[src/cbms_pkg.sv]
package cbms_pkg;

	// Frame size limits.
	localparam int MAX_WIDTH  = 1024;
	localparam int MAX_HEIGHT = 1024;

	// Field widths.
	localparam int SIZE_W  = 11;
	localparam int LABEL_W = 8;
	localparam int POS_W   = 10;
	localparam int AREA_W  = 21;
	localparam int SUM_W   = 30;
	localparam int SQ_W    = 40;
	localparam int PROD_W  = 2 * POS_W;
	localparam int IDX_W   = 3;

	// Configuration register indexes.
	typedef enum logic [IDX_W-1:0] {
		REG_IMAGE_WIDTH    = 3'd0,
		REG_IMAGE_HEIGHT   = 3'd1,
		REG_TARGET_LABEL   = 3'd2,
		REG_WINDOW_X_START = 3'd3,
		REG_WINDOW_X_END   = 3'd4,
		REG_WINDOW_Y_START = 3'd5,
		REG_WINDOW_Y_END   = 3'd6
	} cfg_reg_t;

	// Effective settings; sizes saturated, window ends clamped to the frame.
	typedef struct packed {
		logic [POS_W-1:0]   x_last;
		logic [POS_W-1:0]   y_last;
		logic [POS_W-1:0]   x_start;
		logic [POS_W-1:0]   x_end;
		logic [POS_W-1:0]   y_start;
		logic [POS_W-1:0]   y_end;
		logic [LABEL_W-1:0] target;
	} cfg_t;

	// One classified pixel handed to the accumulators.
	typedef struct packed {
		logic              hit;
		logic              frame_end;
		logic [POS_W-1:0]  x;
		logic [POS_W-1:0]  y;
		logic [PROD_W-1:0] xx;
		logic [PROD_W-1:0] yy;
		logic [PROD_W-1:0] xy;
	} sample_t;

endpackage

[src/cbms_pixel_if.sv]
interface cbms_pixel_if;
	logic                        valid;
	logic                        ready;
	logic [cbms_pkg::LABEL_W-1:0] pixel_label;

	modport source (output valid, output pixel_label, input ready);
	modport sink (input valid, input pixel_label, output ready);
endinterface

[src/cbms_moment_if.sv]
interface cbms_moment_if;
	logic                        valid;
	logic                        ready;
	logic [cbms_pkg::AREA_W-1:0] area;
	logic [cbms_pkg::POS_W-1:0]  min_x;
	logic [cbms_pkg::POS_W-1:0]  max_x;
	logic [cbms_pkg::POS_W-1:0]  min_y;
	logic [cbms_pkg::POS_W-1:0]  max_y;
	logic [cbms_pkg::SUM_W-1:0]  sum_x;
	logic [cbms_pkg::SUM_W-1:0]  sum_y;
	logic [cbms_pkg::SQ_W-1:0]   sum_xx;
	logic [cbms_pkg::SQ_W-1:0]   sum_yy;
	logic [cbms_pkg::SQ_W-1:0]   sum_xy;

	modport source (output valid, output area, output min_x, output max_x, output min_y,
		output max_y, output sum_x, output sum_y, output sum_xx, output sum_yy,
		output sum_xy, input ready);
	modport sink (input valid, input area, input min_x, input max_x, input min_y,
		input max_y, input sum_x, input sum_y, input sum_xx, input sum_yy,
		input sum_xy, output ready);
endinterface

[src/cbms_cfg_regs.sv]
module cbms_cfg_regs (
	input  logic                          clk,
	input  logic                          arst_n,
	input  logic                          cfg_wen,
	input  logic [cbms_pkg::IDX_W-1:0]    cfg_idx,
	input  logic [cbms_pkg::SIZE_W-1:0]   cfg_wdata,
	output cbms_pkg::cfg_t                cfg
);

	logic [cbms_pkg::SIZE_W-1:0]  image_width_q;
	logic [cbms_pkg::SIZE_W-1:0]  image_height_q;
	logic [cbms_pkg::LABEL_W-1:0] target_label_q;
	logic [cbms_pkg::POS_W-1:0]   window_x_start_q;
	logic [cbms_pkg::POS_W-1:0]   window_x_end_q;
	logic [cbms_pkg::POS_W-1:0]   window_y_start_q;
	logic [cbms_pkg::POS_W-1:0]   window_y_end_q;
	logic [cbms_pkg::POS_W-1:0]   x_last;
	logic [cbms_pkg::POS_W-1:0]   y_last;

	// Register file; writes to unused indexes are dropped.
	always_ff @(posedge clk or negedge arst_n) begin
		if (!arst_n) begin
			image_width_q    <= cbms_pkg::SIZE_W'(cbms_pkg::MAX_WIDTH);
			image_height_q   <= cbms_pkg::SIZE_W'(cbms_pkg::MAX_HEIGHT);
			target_label_q   <= cbms_pkg::LABEL_W'(1);
			window_x_start_q <= '0;
			window_x_end_q   <= '1;
			window_y_start_q <= '0;
			window_y_end_q   <= '1;
		end else if (cfg_wen) begin
			case (cbms_pkg::cfg_reg_t'(cfg_idx))
				cbms_pkg::REG_IMAGE_WIDTH: begin
					image_width_q <= cfg_wdata;
				end
				cbms_pkg::REG_IMAGE_HEIGHT: begin
					image_height_q <= cfg_wdata;
				end
				cbms_pkg::REG_TARGET_LABEL: begin
					target_label_q <= cfg_wdata[cbms_pkg::LABEL_W-1:0];
				end
				cbms_pkg::REG_WINDOW_X_START: begin
					window_x_start_q <= cfg_wdata[cbms_pkg::POS_W-1:0];
				end
				cbms_pkg::REG_WINDOW_X_END: begin
					window_x_end_q <= cfg_wdata[cbms_pkg::POS_W-1:0];
				end
				cbms_pkg::REG_WINDOW_Y_START: begin
					window_y_start_q <= cfg_wdata[cbms_pkg::POS_W-1:0];
				end
				cbms_pkg::REG_WINDOW_Y_END: begin
					window_y_end_q <= cfg_wdata[cbms_pkg::POS_W-1:0];
				end
				default: begin
				end
			endcase
		end
	end

	// Last column and row: the size saturated into one up to the maximum, minus one.
	always_comb begin
		if (image_width_q == '0) begin
			x_last = '0;
		end else if (image_width_q > cbms_pkg::SIZE_W'(cbms_pkg::MAX_WIDTH)) begin
			x_last = cbms_pkg::POS_W'(cbms_pkg::MAX_WIDTH - 1);
		end else begin
			x_last = cbms_pkg::POS_W'(image_width_q - 1'b1);
		end

		if (image_height_q == '0) begin
			y_last = '0;
		end else if (image_height_q > cbms_pkg::SIZE_W'(cbms_pkg::MAX_HEIGHT)) begin
			y_last = cbms_pkg::POS_W'(cbms_pkg::MAX_HEIGHT - 1);
		end else begin
			y_last = cbms_pkg::POS_W'(image_height_q - 1'b1);
		end
	end

	// The window end never reaches past the frame.
	always_comb begin
		cfg.x_last  = x_last;
		cfg.y_last  = y_last;
		cfg.x_start = window_x_start_q;
		cfg.x_end   = (window_x_end_q < x_last) ? window_x_end_q : x_last;
		cfg.y_start = window_y_start_q;
		cfg.y_end   = (window_y_end_q < y_last) ? window_y_end_q : y_last;
		cfg.target  = target_label_q;
	end

endmodule

[src/cbms_scan.sv]
module cbms_scan (
	input  logic                          clk,
	input  logic                          arst_n,
	input  cbms_pkg::cfg_t                cfg,
	input  logic                          in_valid,
	input  logic [cbms_pkg::LABEL_W-1:0]  in_label,
	output logic                          in_ready,
	output logic                          smp_valid,
	output cbms_pkg::sample_t             smp,
	input  logic                          smp_ready
);

	logic [cbms_pkg::POS_W-1:0]   col_q;
	logic [cbms_pkg::POS_W-1:0]   row_q;
	logic                         row_end;
	logic                         frame_end;
	logic                         in_take;
	logic                         s1_valid_q;
	logic [cbms_pkg::LABEL_W-1:0] label_s1;
	logic [cbms_pkg::POS_W-1:0]   x_s1;
	logic [cbms_pkg::POS_W-1:0]   y_s1;
	logic                         frame_end_s1;
	logic                         s1_adv;
	logic                         s2_valid_q;
	cbms_pkg::sample_t            smp_s2;
	logic                         s2_adv;
	logic                         hit;

	// Stage flow: a stage moves on when it is empty or the next one takes it.
	assign s2_adv   = !s2_valid_q || smp_ready;
	assign s1_adv   = !s1_valid_q || s2_adv;
	assign in_ready = s1_adv;
	assign in_take  = in_valid && s1_adv;

	// Raster position; a counter at or past the last column closes the row.
	assign row_end   = col_q >= cfg.x_last;
	assign frame_end = row_end && (row_q >= cfg.y_last);

	always_ff @(posedge clk or negedge arst_n) begin
		if (!arst_n) begin
			col_q <= '0;
			row_q <= '0;
		end else if (in_take) begin
			if (frame_end) begin
				col_q <= '0;
				row_q <= '0;
			end else if (row_end) begin
				col_q <= '0;
				row_q <= row_q + 1'b1;
			end else begin
				col_q <= col_q + 1'b1;
			end
		end
	end

	// Stage one valid and payload.
	always_ff @(posedge clk or negedge arst_n) begin
		if (!arst_n) begin
			s1_valid_q <= 1'b0;
		end else if (s1_adv) begin
			s1_valid_q <= in_valid;
		end
	end

	always_ff @(posedge clk) begin
		if (in_take) begin
			label_s1     <= in_label;
			x_s1         <= col_q;
			y_s1         <= row_q;
			frame_end_s1 <= frame_end;
		end
	end

	// Label and window test.
	assign hit = (label_s1 == cfg.target) &&
		(x_s1 >= cfg.x_start) && (x_s1 <= cfg.x_end) &&
		(y_s1 >= cfg.y_start) && (y_s1 <= cfg.y_end);

	// Stage two valid and payload, with the three products.
	always_ff @(posedge clk or negedge arst_n) begin
		if (!arst_n) begin
			s2_valid_q <= 1'b0;
		end else if (s2_adv) begin
			s2_valid_q <= s1_valid_q;
		end
	end

	always_ff @(posedge clk) begin
		if (s2_adv && s1_valid_q) begin
			smp_s2.hit       <= hit;
			smp_s2.frame_end <= frame_end_s1;
			smp_s2.x         <= x_s1;
			smp_s2.y         <= y_s1;
			smp_s2.xx        <= cbms_pkg::PROD_W'(x_s1) * cbms_pkg::PROD_W'(x_s1);
			smp_s2.yy        <= cbms_pkg::PROD_W'(y_s1) * cbms_pkg::PROD_W'(y_s1);
			smp_s2.xy        <= cbms_pkg::PROD_W'(x_s1) * cbms_pkg::PROD_W'(y_s1);
		end
	end

	assign smp_valid = s2_valid_q;
	assign smp       = smp_s2;

endmodule

[src/cbms_accum.sv]
module cbms_accum (
	input  logic              clk,
	input  logic              arst_n,
	input  cbms_pkg::cfg_t    cfg,
	input  logic              smp_valid,
	input  cbms_pkg::sample_t smp,
	output logic              smp_ready,
	cbms_moment_if.source     moments
);

	logic [cbms_pkg::AREA_W-1:0] area_q;
	logic [cbms_pkg::POS_W-1:0]  min_x_q;
	logic [cbms_pkg::POS_W-1:0]  max_x_q;
	logic [cbms_pkg::POS_W-1:0]  min_y_q;
	logic [cbms_pkg::POS_W-1:0]  max_y_q;
	logic [cbms_pkg::SUM_W-1:0]  sum_x_q;
	logic [cbms_pkg::SUM_W-1:0]  sum_y_q;
	logic [cbms_pkg::SQ_W-1:0]   sum_xx_q;
	logic [cbms_pkg::SQ_W-1:0]   sum_yy_q;
	logic [cbms_pkg::SQ_W-1:0]   sum_xy_q;

	logic [cbms_pkg::AREA_W-1:0] area_n;
	logic [cbms_pkg::POS_W-1:0]  min_x_n;
	logic [cbms_pkg::POS_W-1:0]  max_x_n;
	logic [cbms_pkg::POS_W-1:0]  min_y_n;
	logic [cbms_pkg::POS_W-1:0]  max_y_n;
	logic [cbms_pkg::SUM_W-1:0]  sum_x_n;
	logic [cbms_pkg::SUM_W-1:0]  sum_y_n;
	logic [cbms_pkg::SQ_W-1:0]   sum_xx_n;
	logic [cbms_pkg::SQ_W-1:0]   sum_yy_n;
	logic [cbms_pkg::SQ_W-1:0]   sum_xy_n;

	logic out_valid_q;
	logic take;

	// A frame-closing pixel waits until the result register is free.
	assign smp_ready = !smp.frame_end || !out_valid_q || moments.ready;
	assign take      = smp_valid && smp_ready;

	// Totals with this pixel folded in.
	always_comb begin
		area_n   = area_q;
		min_x_n  = min_x_q;
		max_x_n  = max_x_q;
		min_y_n  = min_y_q;
		max_y_n  = max_y_q;
		sum_x_n  = sum_x_q;
		sum_y_n  = sum_y_q;
		sum_xx_n = sum_xx_q;
		sum_yy_n = sum_yy_q;
		sum_xy_n = sum_xy_q;
		if (smp.hit) begin
			area_n   = area_q + 1'b1;
			min_x_n  = (smp.x < min_x_q) ? smp.x : min_x_q;
			max_x_n  = (smp.x > max_x_q) ? smp.x : max_x_q;
			min_y_n  = (smp.y < min_y_q) ? smp.y : min_y_q;
			max_y_n  = (smp.y > max_y_q) ? smp.y : max_y_q;
			sum_x_n  = sum_x_q + cbms_pkg::SUM_W'(smp.x);
			sum_y_n  = sum_y_q + cbms_pkg::SUM_W'(smp.y);
			sum_xx_n = sum_xx_q + cbms_pkg::SQ_W'(smp.xx);
			sum_yy_n = sum_yy_q + cbms_pkg::SQ_W'(smp.yy);
			sum_xy_n = sum_xy_q + cbms_pkg::SQ_W'(smp.xy);
		end
	end

	// Accumulators; they restart after the frame's last pixel.
	always_ff @(posedge clk or negedge arst_n) begin
		if (!arst_n) begin
			area_q   <= '0;
			min_x_q  <= cbms_pkg::POS_W'(cbms_pkg::MAX_WIDTH - 1);
			max_x_q  <= '0;
			min_y_q  <= cbms_pkg::POS_W'(cbms_pkg::MAX_HEIGHT - 1);
			max_y_q  <= '0;
			sum_x_q  <= '0;
			sum_y_q  <= '0;
			sum_xx_q <= '0;
			sum_yy_q <= '0;
			sum_xy_q <= '0;
		end else if (take) begin
			if (smp.frame_end) begin
				area_q   <= '0;
				min_x_q  <= cfg.x_last;
				max_x_q  <= '0;
				min_y_q  <= cfg.y_last;
				max_y_q  <= '0;
				sum_x_q  <= '0;
				sum_y_q  <= '0;
				sum_xx_q <= '0;
				sum_yy_q <= '0;
				sum_xy_q <= '0;
			end else begin
				area_q   <= area_n;
				min_x_q  <= min_x_n;
				max_x_q  <= max_x_n;
				min_y_q  <= min_y_n;
				max_y_q  <= max_y_n;
				sum_x_q  <= sum_x_n;
				sum_y_q  <= sum_y_n;
				sum_xx_q <= sum_xx_n;
				sum_yy_q <= sum_yy_n;
				sum_xy_q <= sum_xy_n;
			end
		end
	end

	// Result register valid flag.
	always_ff @(posedge clk or negedge arst_n) begin
		if (!arst_n) begin
			out_valid_q <= 1'b0;
		end else if (take && smp.frame_end) begin
			out_valid_q <= 1'b1;
		end else if (moments.ready) begin
			out_valid_q <= 1'b0;
		end
	end

	// Result payload; the minimums are capped at the last column and row.
	always_ff @(posedge clk) begin
		if (take && smp.frame_end) begin
			moments.area   <= area_n;
			moments.min_x  <= (min_x_n < cfg.x_last) ? min_x_n : cfg.x_last;
			moments.max_x  <= max_x_n;
			moments.min_y  <= (min_y_n < cfg.y_last) ? min_y_n : cfg.y_last;
			moments.max_y  <= max_y_n;
			moments.sum_x  <= sum_x_n;
			moments.sum_y  <= sum_y_n;
			moments.sum_xx <= sum_xx_n;
			moments.sum_yy <= sum_yy_n;
			moments.sum_xy <= sum_xy_n;
		end
	end

	assign moments.valid = out_valid_q;

endmodule

[src/color_blob_moment_stats.sv]
// Raw image moments of one label inside a window, one result per frame.
// Pixels channel: one label byte per request, in raster order, one per clock unless stalled.
// Moments channel: one request per frame holding area, bounding box and the
// sums of x, y, x*x, y*y and x*y of the matching pixels.
// Configuration: write enable, register index and data; the user must write it
// only while no request is in flight; the block does not enforce this.
// Throughput: one pixel per clock unless a waiting result stalls the pipeline.
// The pixel path is three register stages: raster counters with the input
// register, the window test with the three 10x10 products, and the
// accumulators with the result register. The frame's last pixel passes stage
// one and stage two before the result register takes the result.
// Stall: while a result waits on the moments channel, pixels keep flowing; only
// the last pixel of the next frame is held, and the pixel pipeline backs up
// behind it until the waiting result is taken.
// Reset: registers return to a 1024 x 1024 frame, label one, full window; the
// raster position, area and sums clear, the box is empty, nothing in flight.
module color_blob_moment_stats (
	input  logic                        clk,
	input  logic                        arst_n,
	input  logic                        cfg_wen,
	input  logic [cbms_pkg::IDX_W-1:0]  cfg_idx,
	input  logic [cbms_pkg::SIZE_W-1:0] cfg_wdata,
	cbms_pixel_if.sink                  pixels,
	cbms_moment_if.source               moments
);

	cbms_pkg::cfg_t    cfg;
	logic              smp_valid;
	logic              smp_ready;
	cbms_pkg::sample_t smp;

	// Configuration registers.
	cbms_cfg_regs u_cfg_regs (
		.clk       (clk),
		.arst_n    (arst_n),
		.cfg_wen   (cfg_wen),
		.cfg_idx   (cfg_idx),
		.cfg_wdata (cfg_wdata),
		.cfg       (cfg)
	);

	// Raster position, window test and products.
	cbms_scan u_scan (
		.clk       (clk),
		.arst_n    (arst_n),
		.cfg       (cfg),
		.in_valid  (pixels.valid),
		.in_label  (pixels.pixel_label),
		.in_ready  (pixels.ready),
		.smp_valid (smp_valid),
		.smp       (smp),
		.smp_ready (smp_ready)
	);

	// Accumulators and result register.
	cbms_accum u_accum (
		.clk       (clk),
		.arst_n    (arst_n),
		.cfg       (cfg),
		.smp_valid (smp_valid),
		.smp       (smp),
		.smp_ready (smp_ready),
		.moments   (moments)
	);

endmodule
[src/flat_wrapper.sv]
// flat-port wrapper written by rule: the top's interface ports become plain ports
module color_blob_moment_stats_flat 
  (clk, arst_n, cfg_wen, cfg_idx, cfg_wdata, pixels_valid, pixels_pixel_label, pixels_ready, moments_valid, moments_area, moments_min_x, moments_max_x, moments_min_y, moments_max_y, moments_sum_x, moments_sum_y, moments_sum_xx, moments_sum_yy, moments_sum_xy, moments_ready);
  cbms_pixel_if pixels_i ();
  cbms_moment_if moments_i ();
  input  logic clk;
  input  logic arst_n;
  input  logic cfg_wen;
  input  logic [cbms_pkg::IDX_W-1:0] cfg_idx;
  input  logic [cbms_pkg::SIZE_W-1:0] cfg_wdata;
  input wire logic [$bits(pixels_i.valid)-1:0] pixels_valid;
  input wire logic [$bits(pixels_i.pixel_label)-1:0] pixels_pixel_label;
  output wire logic [$bits(pixels_i.ready)-1:0] pixels_ready;
  output wire logic [$bits(moments_i.valid)-1:0] moments_valid;
  output wire logic [$bits(moments_i.area)-1:0] moments_area;
  output wire logic [$bits(moments_i.min_x)-1:0] moments_min_x;
  output wire logic [$bits(moments_i.max_x)-1:0] moments_max_x;
  output wire logic [$bits(moments_i.min_y)-1:0] moments_min_y;
  output wire logic [$bits(moments_i.max_y)-1:0] moments_max_y;
  output wire logic [$bits(moments_i.sum_x)-1:0] moments_sum_x;
  output wire logic [$bits(moments_i.sum_y)-1:0] moments_sum_y;
  output wire logic [$bits(moments_i.sum_xx)-1:0] moments_sum_xx;
  output wire logic [$bits(moments_i.sum_yy)-1:0] moments_sum_yy;
  output wire logic [$bits(moments_i.sum_xy)-1:0] moments_sum_xy;
  input wire logic [$bits(moments_i.ready)-1:0] moments_ready;
  assign pixels_i.valid = pixels_valid;
  assign pixels_i.pixel_label = pixels_pixel_label;
  assign pixels_ready = pixels_i.ready;
  assign moments_valid = moments_i.valid;
  assign moments_area = moments_i.area;
  assign moments_min_x = moments_i.min_x;
  assign moments_max_x = moments_i.max_x;
  assign moments_min_y = moments_i.min_y;
  assign moments_max_y = moments_i.max_y;
  assign moments_sum_x = moments_i.sum_x;
  assign moments_sum_y = moments_i.sum_y;
  assign moments_sum_xx = moments_i.sum_xx;
  assign moments_sum_yy = moments_i.sum_yy;
  assign moments_sum_xy = moments_i.sum_xy;
  assign moments_i.ready = moments_ready;
  color_blob_moment_stats u_core (.clk(clk), .arst_n(arst_n), .cfg_wen(cfg_wen), .cfg_idx(cfg_idx), .cfg_wdata(cfg_wdata), .pixels(pixels_i), .moments(moments_i));
endmodule
[config.mk]
export PLATFORM = sky130hd
export DESIGN_NAME = color_blob_moment_stats_flat
export DESIGN_NICKNAME = d
export VERILOG_FILES = /design/src/cbms_pkg.sv /design/src/cbms_pixel_if.sv /design/src/cbms_moment_if.sv /design/src/cbms_cfg_regs.sv /design/src/cbms_scan.sv /design/src/cbms_accum.sv /design/src/color_blob_moment_stats.sv /design/src/flat_wrapper.sv
export SDC_FILE = /design/constraint.sdc
export NUM_CORES = 2
export LEC_CHECK = 0
export BUFFER_PORTS_ARGS = -buffer_cell sky130_fd_sc_hd__buf_2
export CAP_MARGIN = 20
export CORE_UTILIZATION = 60
export DETAILED_ROUTE_END_ITERATION = 8
export MAX_ROUTING_LAYER = met4
export PLACE_DENSITY = 0.89
export SLEW_MARGIN = 10
export SYNTH_ARGS = -nofsm -noshare
export SYNTH_HDL_FRONTEND = slang
export SYNTH_SLANG_ARGS = --single-unit
[constraint.sdc]
create_clock -name clk -period 7.6 [get_ports clk]
set_clock_uncertainty 0.15 [all_clocks]
set_input_delay 0.76 -clock clk [delete_from_list [all_inputs] [get_ports clk]]
set_output_delay 0.76 -clock clk [all_outputs]
set_load 0.02 [all_outputs]
==> results.sh <==
export IMPL_area_delta_synth_final_pct=10.5
export IMPL_worst_slew_pin_slew_ns=1.13
export IMPL_drive_gt1_frac=0.153
export IMPL_max_slew_margin_rel=0.248
export IMPL_peakVddDrop_uv=342
export IMPL_drt_first_iter_violations=3627
export IMPL_dieArea_um2=74800
export IMPL_finalHoldViolations=3
export IMPL_yosysUniqueCellTypes=96
export IMPL_syn_area_per_cell_um2=10.8
export IMPL_async_reset_ff_frac=0.490
export IMPL_synth_top_area_frac=0.236
export IMPL_yosysSeqAreaShare=0.427
export IMPL_ctsRootBufferMaster="clkbuf_16"
export IMPL_min_path_type="in2async"
export IMPL_cts_setup_buffers=0
export IMPL_vias=33800
export IMPL_cpMaxStageDelayCell="edfxtp_1"
export IMPL_placed_area_um2=46400
export IMPL_cap_violations=0
export IMPL_ios=270
export IMPL_port_buffers=269
export IMPL_yosys_top_cells_area="edfxtp_1 24%, dfrtp_1 16%, ha_1 10%, fa_1 7.1%, mux2_2 3.9%"
export IMPL_syn_inst=4108
export IMPL_power_density_nw_per_um2=331
export IMPL_start_kind="flop"
export IMPL_crit_required_ns=7.82
export IMPL_dr_pass1_iters=9
export IMPL_wl_per_cell_um=21.6
export IMPL_grt_antenna_before_repair=3
export IMPL_finalNetCount=4868
export IMPL_place_congestion=0.942
export IMPL_setup_violations=0
export IMPL_grt_pass1_vias=33400
export IMPL_h_tree_depth=3
export IMPL_ff2ff_path_depth=19
export IMPL_status="complete, but fails checks"
export IMPL_syn_area_um2=44200
export IMPL_cts_tree="done"
export IMPL_die_w_um=273
export IMPL_clk_latency_ns=0.63
export IMPL_synth_edf_count=348
export IMPL_dp_hpwl_mm=79.8
export IMPL_synth_top_area_cell="edfxtp_1"
export IMPL_clock_fmax_ghz=0.163
export IMPL_timing_rr_start="u_core.u_scan.x_s1[1]$_DFFE_PP_"
export IMPL_fill_cells=5133
export IMPL_grt_usage=0.315
export IMPL_period_share=0.808
export IMPL_rsz0062_at_grt="no"
export IMPL_cts_resized=0
export IMPL_clk_pin_slew_ns=0.06
export IMPL_clkSinkCount=682
export IMPL_synth_fp_nets=4661
export IMPL_synth_flop_cell="edfxtp_1"
export IMPL_rows=99
export IMPL_grt_ovfl_total=0
export IMPL_arrival_ns=6.37
export IMPL_r2r_end="u_core.u_scan.smp[59]$_DFFE_PP_"
export IMPL_cp_num_buf_inv=4
export IMPL_violations="hold timing"
export IMPL_period_minus_slack_ns=6.14
export IMPL_worstPathCellList="and2_1 -> fa_1 -> inv_1 -> fa_1 -> inv_1 -> ha_1 -> inv_1 -> fa_1 -> inv_1 -> fa_1 -> ha_1 -> nor3_1 -> a2111oi_0 -> o31a_1 -> o21a_1 -> o31ai_1 -> o21ai_0 -> a21oi_1 -> xor2_1"
export IMPL_final_area_um2=48900
export IMPL_yosys_warnings=0
export IMPL_cellLeakagePower_uw=0.0224
export IMPL_die_h_um=273
export IMPL_path_max_fanout=26
export IMPL_grt_max_degree=161
export IMPL_hold_buffers=0
export IMPL_grt_pass1_wl_mm=180
export IMPL_routed_wl_mm=115
export IMPL_crit_family="adder cells"
export IMPL_slowest_delay_ns=0.78
export IMPL_path_class="reg2reg"
export IMPL_finalMaxSlewViolations=0
export IMPL_start_util=0.606
export IMPL_setup_tns_ns=0
export IMPL_r2r_slack_ns=1.46
export IMPL_holdWs_ns=-0.00919
export IMPL_core_area_um2=73000
export IMPL_cts_made_buffers=73
export IMPL_endpoint_kind="flop"
export IMPL_viasPerCell=6.34
export IMPL_drc_errors=0
export IMPL_synth_seq_cells=682
export IMPL_ant_nets=0
export IMPL_power_uw=16100
export IMPL_ctsLongestPathBuffers=3
## logic make-up (layout without fill, tap and decap cells)
family	after synthesis	after routing	synth area share
AO/OA/AOI/OAI	912	912	0.137
AND/OR/NAND/NOR	1021	1021	0.114
flip-flops	682	682	0.427
adder cells (fa/ha/maj)	528	528	0.176
XOR/XNOR	272	272	0.0539
multiplexers	196	196	0.0493
other	0	2	0
buffers and inverters	497	764	0.0434
## worst max-delay path by stage
stage                                          startpoint                               endpoint  cells after the start
final                     u_core.u_scan.x_s1[1]$_DFFE_PP_        u_core.u_scan.smp[59]$_DFFE_PP_                     19
after global routing      u_core.u_scan.x_s1[1]$_DFFE_PP_        u_core.u_scan.smp[59]$_DFFE_PP_                     19
after CTS                 u_core.u_scan.x_s1[1]$_DFFE_PP_        u_core.u_scan.smp[59]$_DFFE_PP_                     15
after detailed placement  u_core.u_scan.x_s1[1]$_DFFE_PP_        u_core.u_scan.smp[59]$_DFFE_PP_                     15
after global placement    u_core.u_scan.x_s1[1]$_DFFE_PP_        u_core.u_scan.smp[59]$_DFFE_PP_                     15
after floorplan                             moments_ready  u_core.u_accum.min_x_q[0]$_DFFE_PN1P_                      7
## flip-flops by register name, summed over array words and instances (netlist names), 11 cells and up
signal	count
u_core.u_accum.sum_xx_q	40
u_core.u_accum.sum_yy_q	40
u_core.u_accum.moments.sum_xx	40
u_core.u_accum.moments.sum_yy	40
u_core.u_accum.area_q	21
u_core.u_cfg_regs.image_height_q	11
u_core.u_accum.moments.sum_y	30
u_core.u_cfg_regs.image_width_q	11
u_core.u_accum.sum_x_q	30
u_core.u_accum.moments.sum_x	30
u_core.u_accum.moments.sum_xy	40
u_core.u_accum.sum_y_q	30
u_core.u_accum.moments.area	21
u_core.u_scan.smp	78
u_core.u_accum.sum_xy_q	40
## cells in the mapped netlist, drive strengths merged, types with 8 or more instances
master and count:
ha 370, edfxtp 348, nand2 334, inv 317, dfrtp 291, o21ai 230, xnor2 194, a21oi 183
nor2 183, mux2 160, clkbuf 157, fa 156, and2 108, nand3 107, a22o 98, a21o 90
xor2 78, and3 64, o31ai 60, a31oi 57, nor3 52, dfstp 43, nand4 42, mux2i 36
nor2b 31, nand2b 25, a41oi 21, buf 20, a211oi 19, o211ai 19, o21bai 19, o21a 18
o41ai 14, or3 14, a2111oi 12, nor3b 10, and4 9, nor4 9, a2bb2oi 8, nand4b 8
o22ai 8, or2 8
## cells in the final DEF (no fill, tap or decap), drive strengths merged, types with 60 or more instances in the layout
| master | count |
|---|---|
| buf | 309 |
| o31ai | 60 |
| a21o | 90 |
| xor2 | 78 |
| nor2 | 183 |
| a22o | 98 |
| a21oi | 183 |
| mux2 | 160 |
| inv | 319 |
| ha | 370 |
| edfxtp | 348 |
| and3 | 64 |
| nand2 | 334 |
| fa | 156 |
| xnor2 | 194 |
| dfrtp | 291 |
| nand3 | 107 |
| and2 | 108 |
| clkbuf | 91 |
| o21ai | 230 |
## per-stage QoR
stage / instances / setup WS [ns] / utilization
5_1_grt: 5336 / 1.15 / 0.670
4_1_cts: 5329 / 1.48 / 0.669
3_3_place_gp: 5194 / 1.67 / 0.636
3_5_place_dp: 5194 / 1.52 / 0.636
2_1_floorplan: 4108 / 0.812 / -
6_report: 5336 / 1.46 / 0.670
## layout make-up
cell class | count | area, µm² | share of cell area
Antenna cell | 2 | 5.00 | 0.000102
Clock buffer | 91 | 1970 | 0.0402
Clock inverter | 44 | 408 | 0.00835
Inverter | 320 | 1210 | 0.0247
Multi-Input combinational cell | 2929 | 23500 | 0.481
Sequential cell | 682 | 18900 | 0.386
Tap cell | 959 | 1200 | 0.0246
Timing Repair Buffer | 309 | 1710 | 0.0349
## power breakdown
part           switching, µW  internal [µW]  total, µW
clock                   1550           2020       3570
sequential               533           4870       5400
combinational           4240           2940       7180
## layer usage
metal  vias to the layer above  global-route usage  routed length [µm]
li1                      15200                   -                   -
met1                     16600               0.396               45100
met2                      1748               0.508               55400
met3                       322              0.0439                9750
met4                         0               0.141                4940
met5                         -                   -                   0
Power figures use the tool's default switching activity.
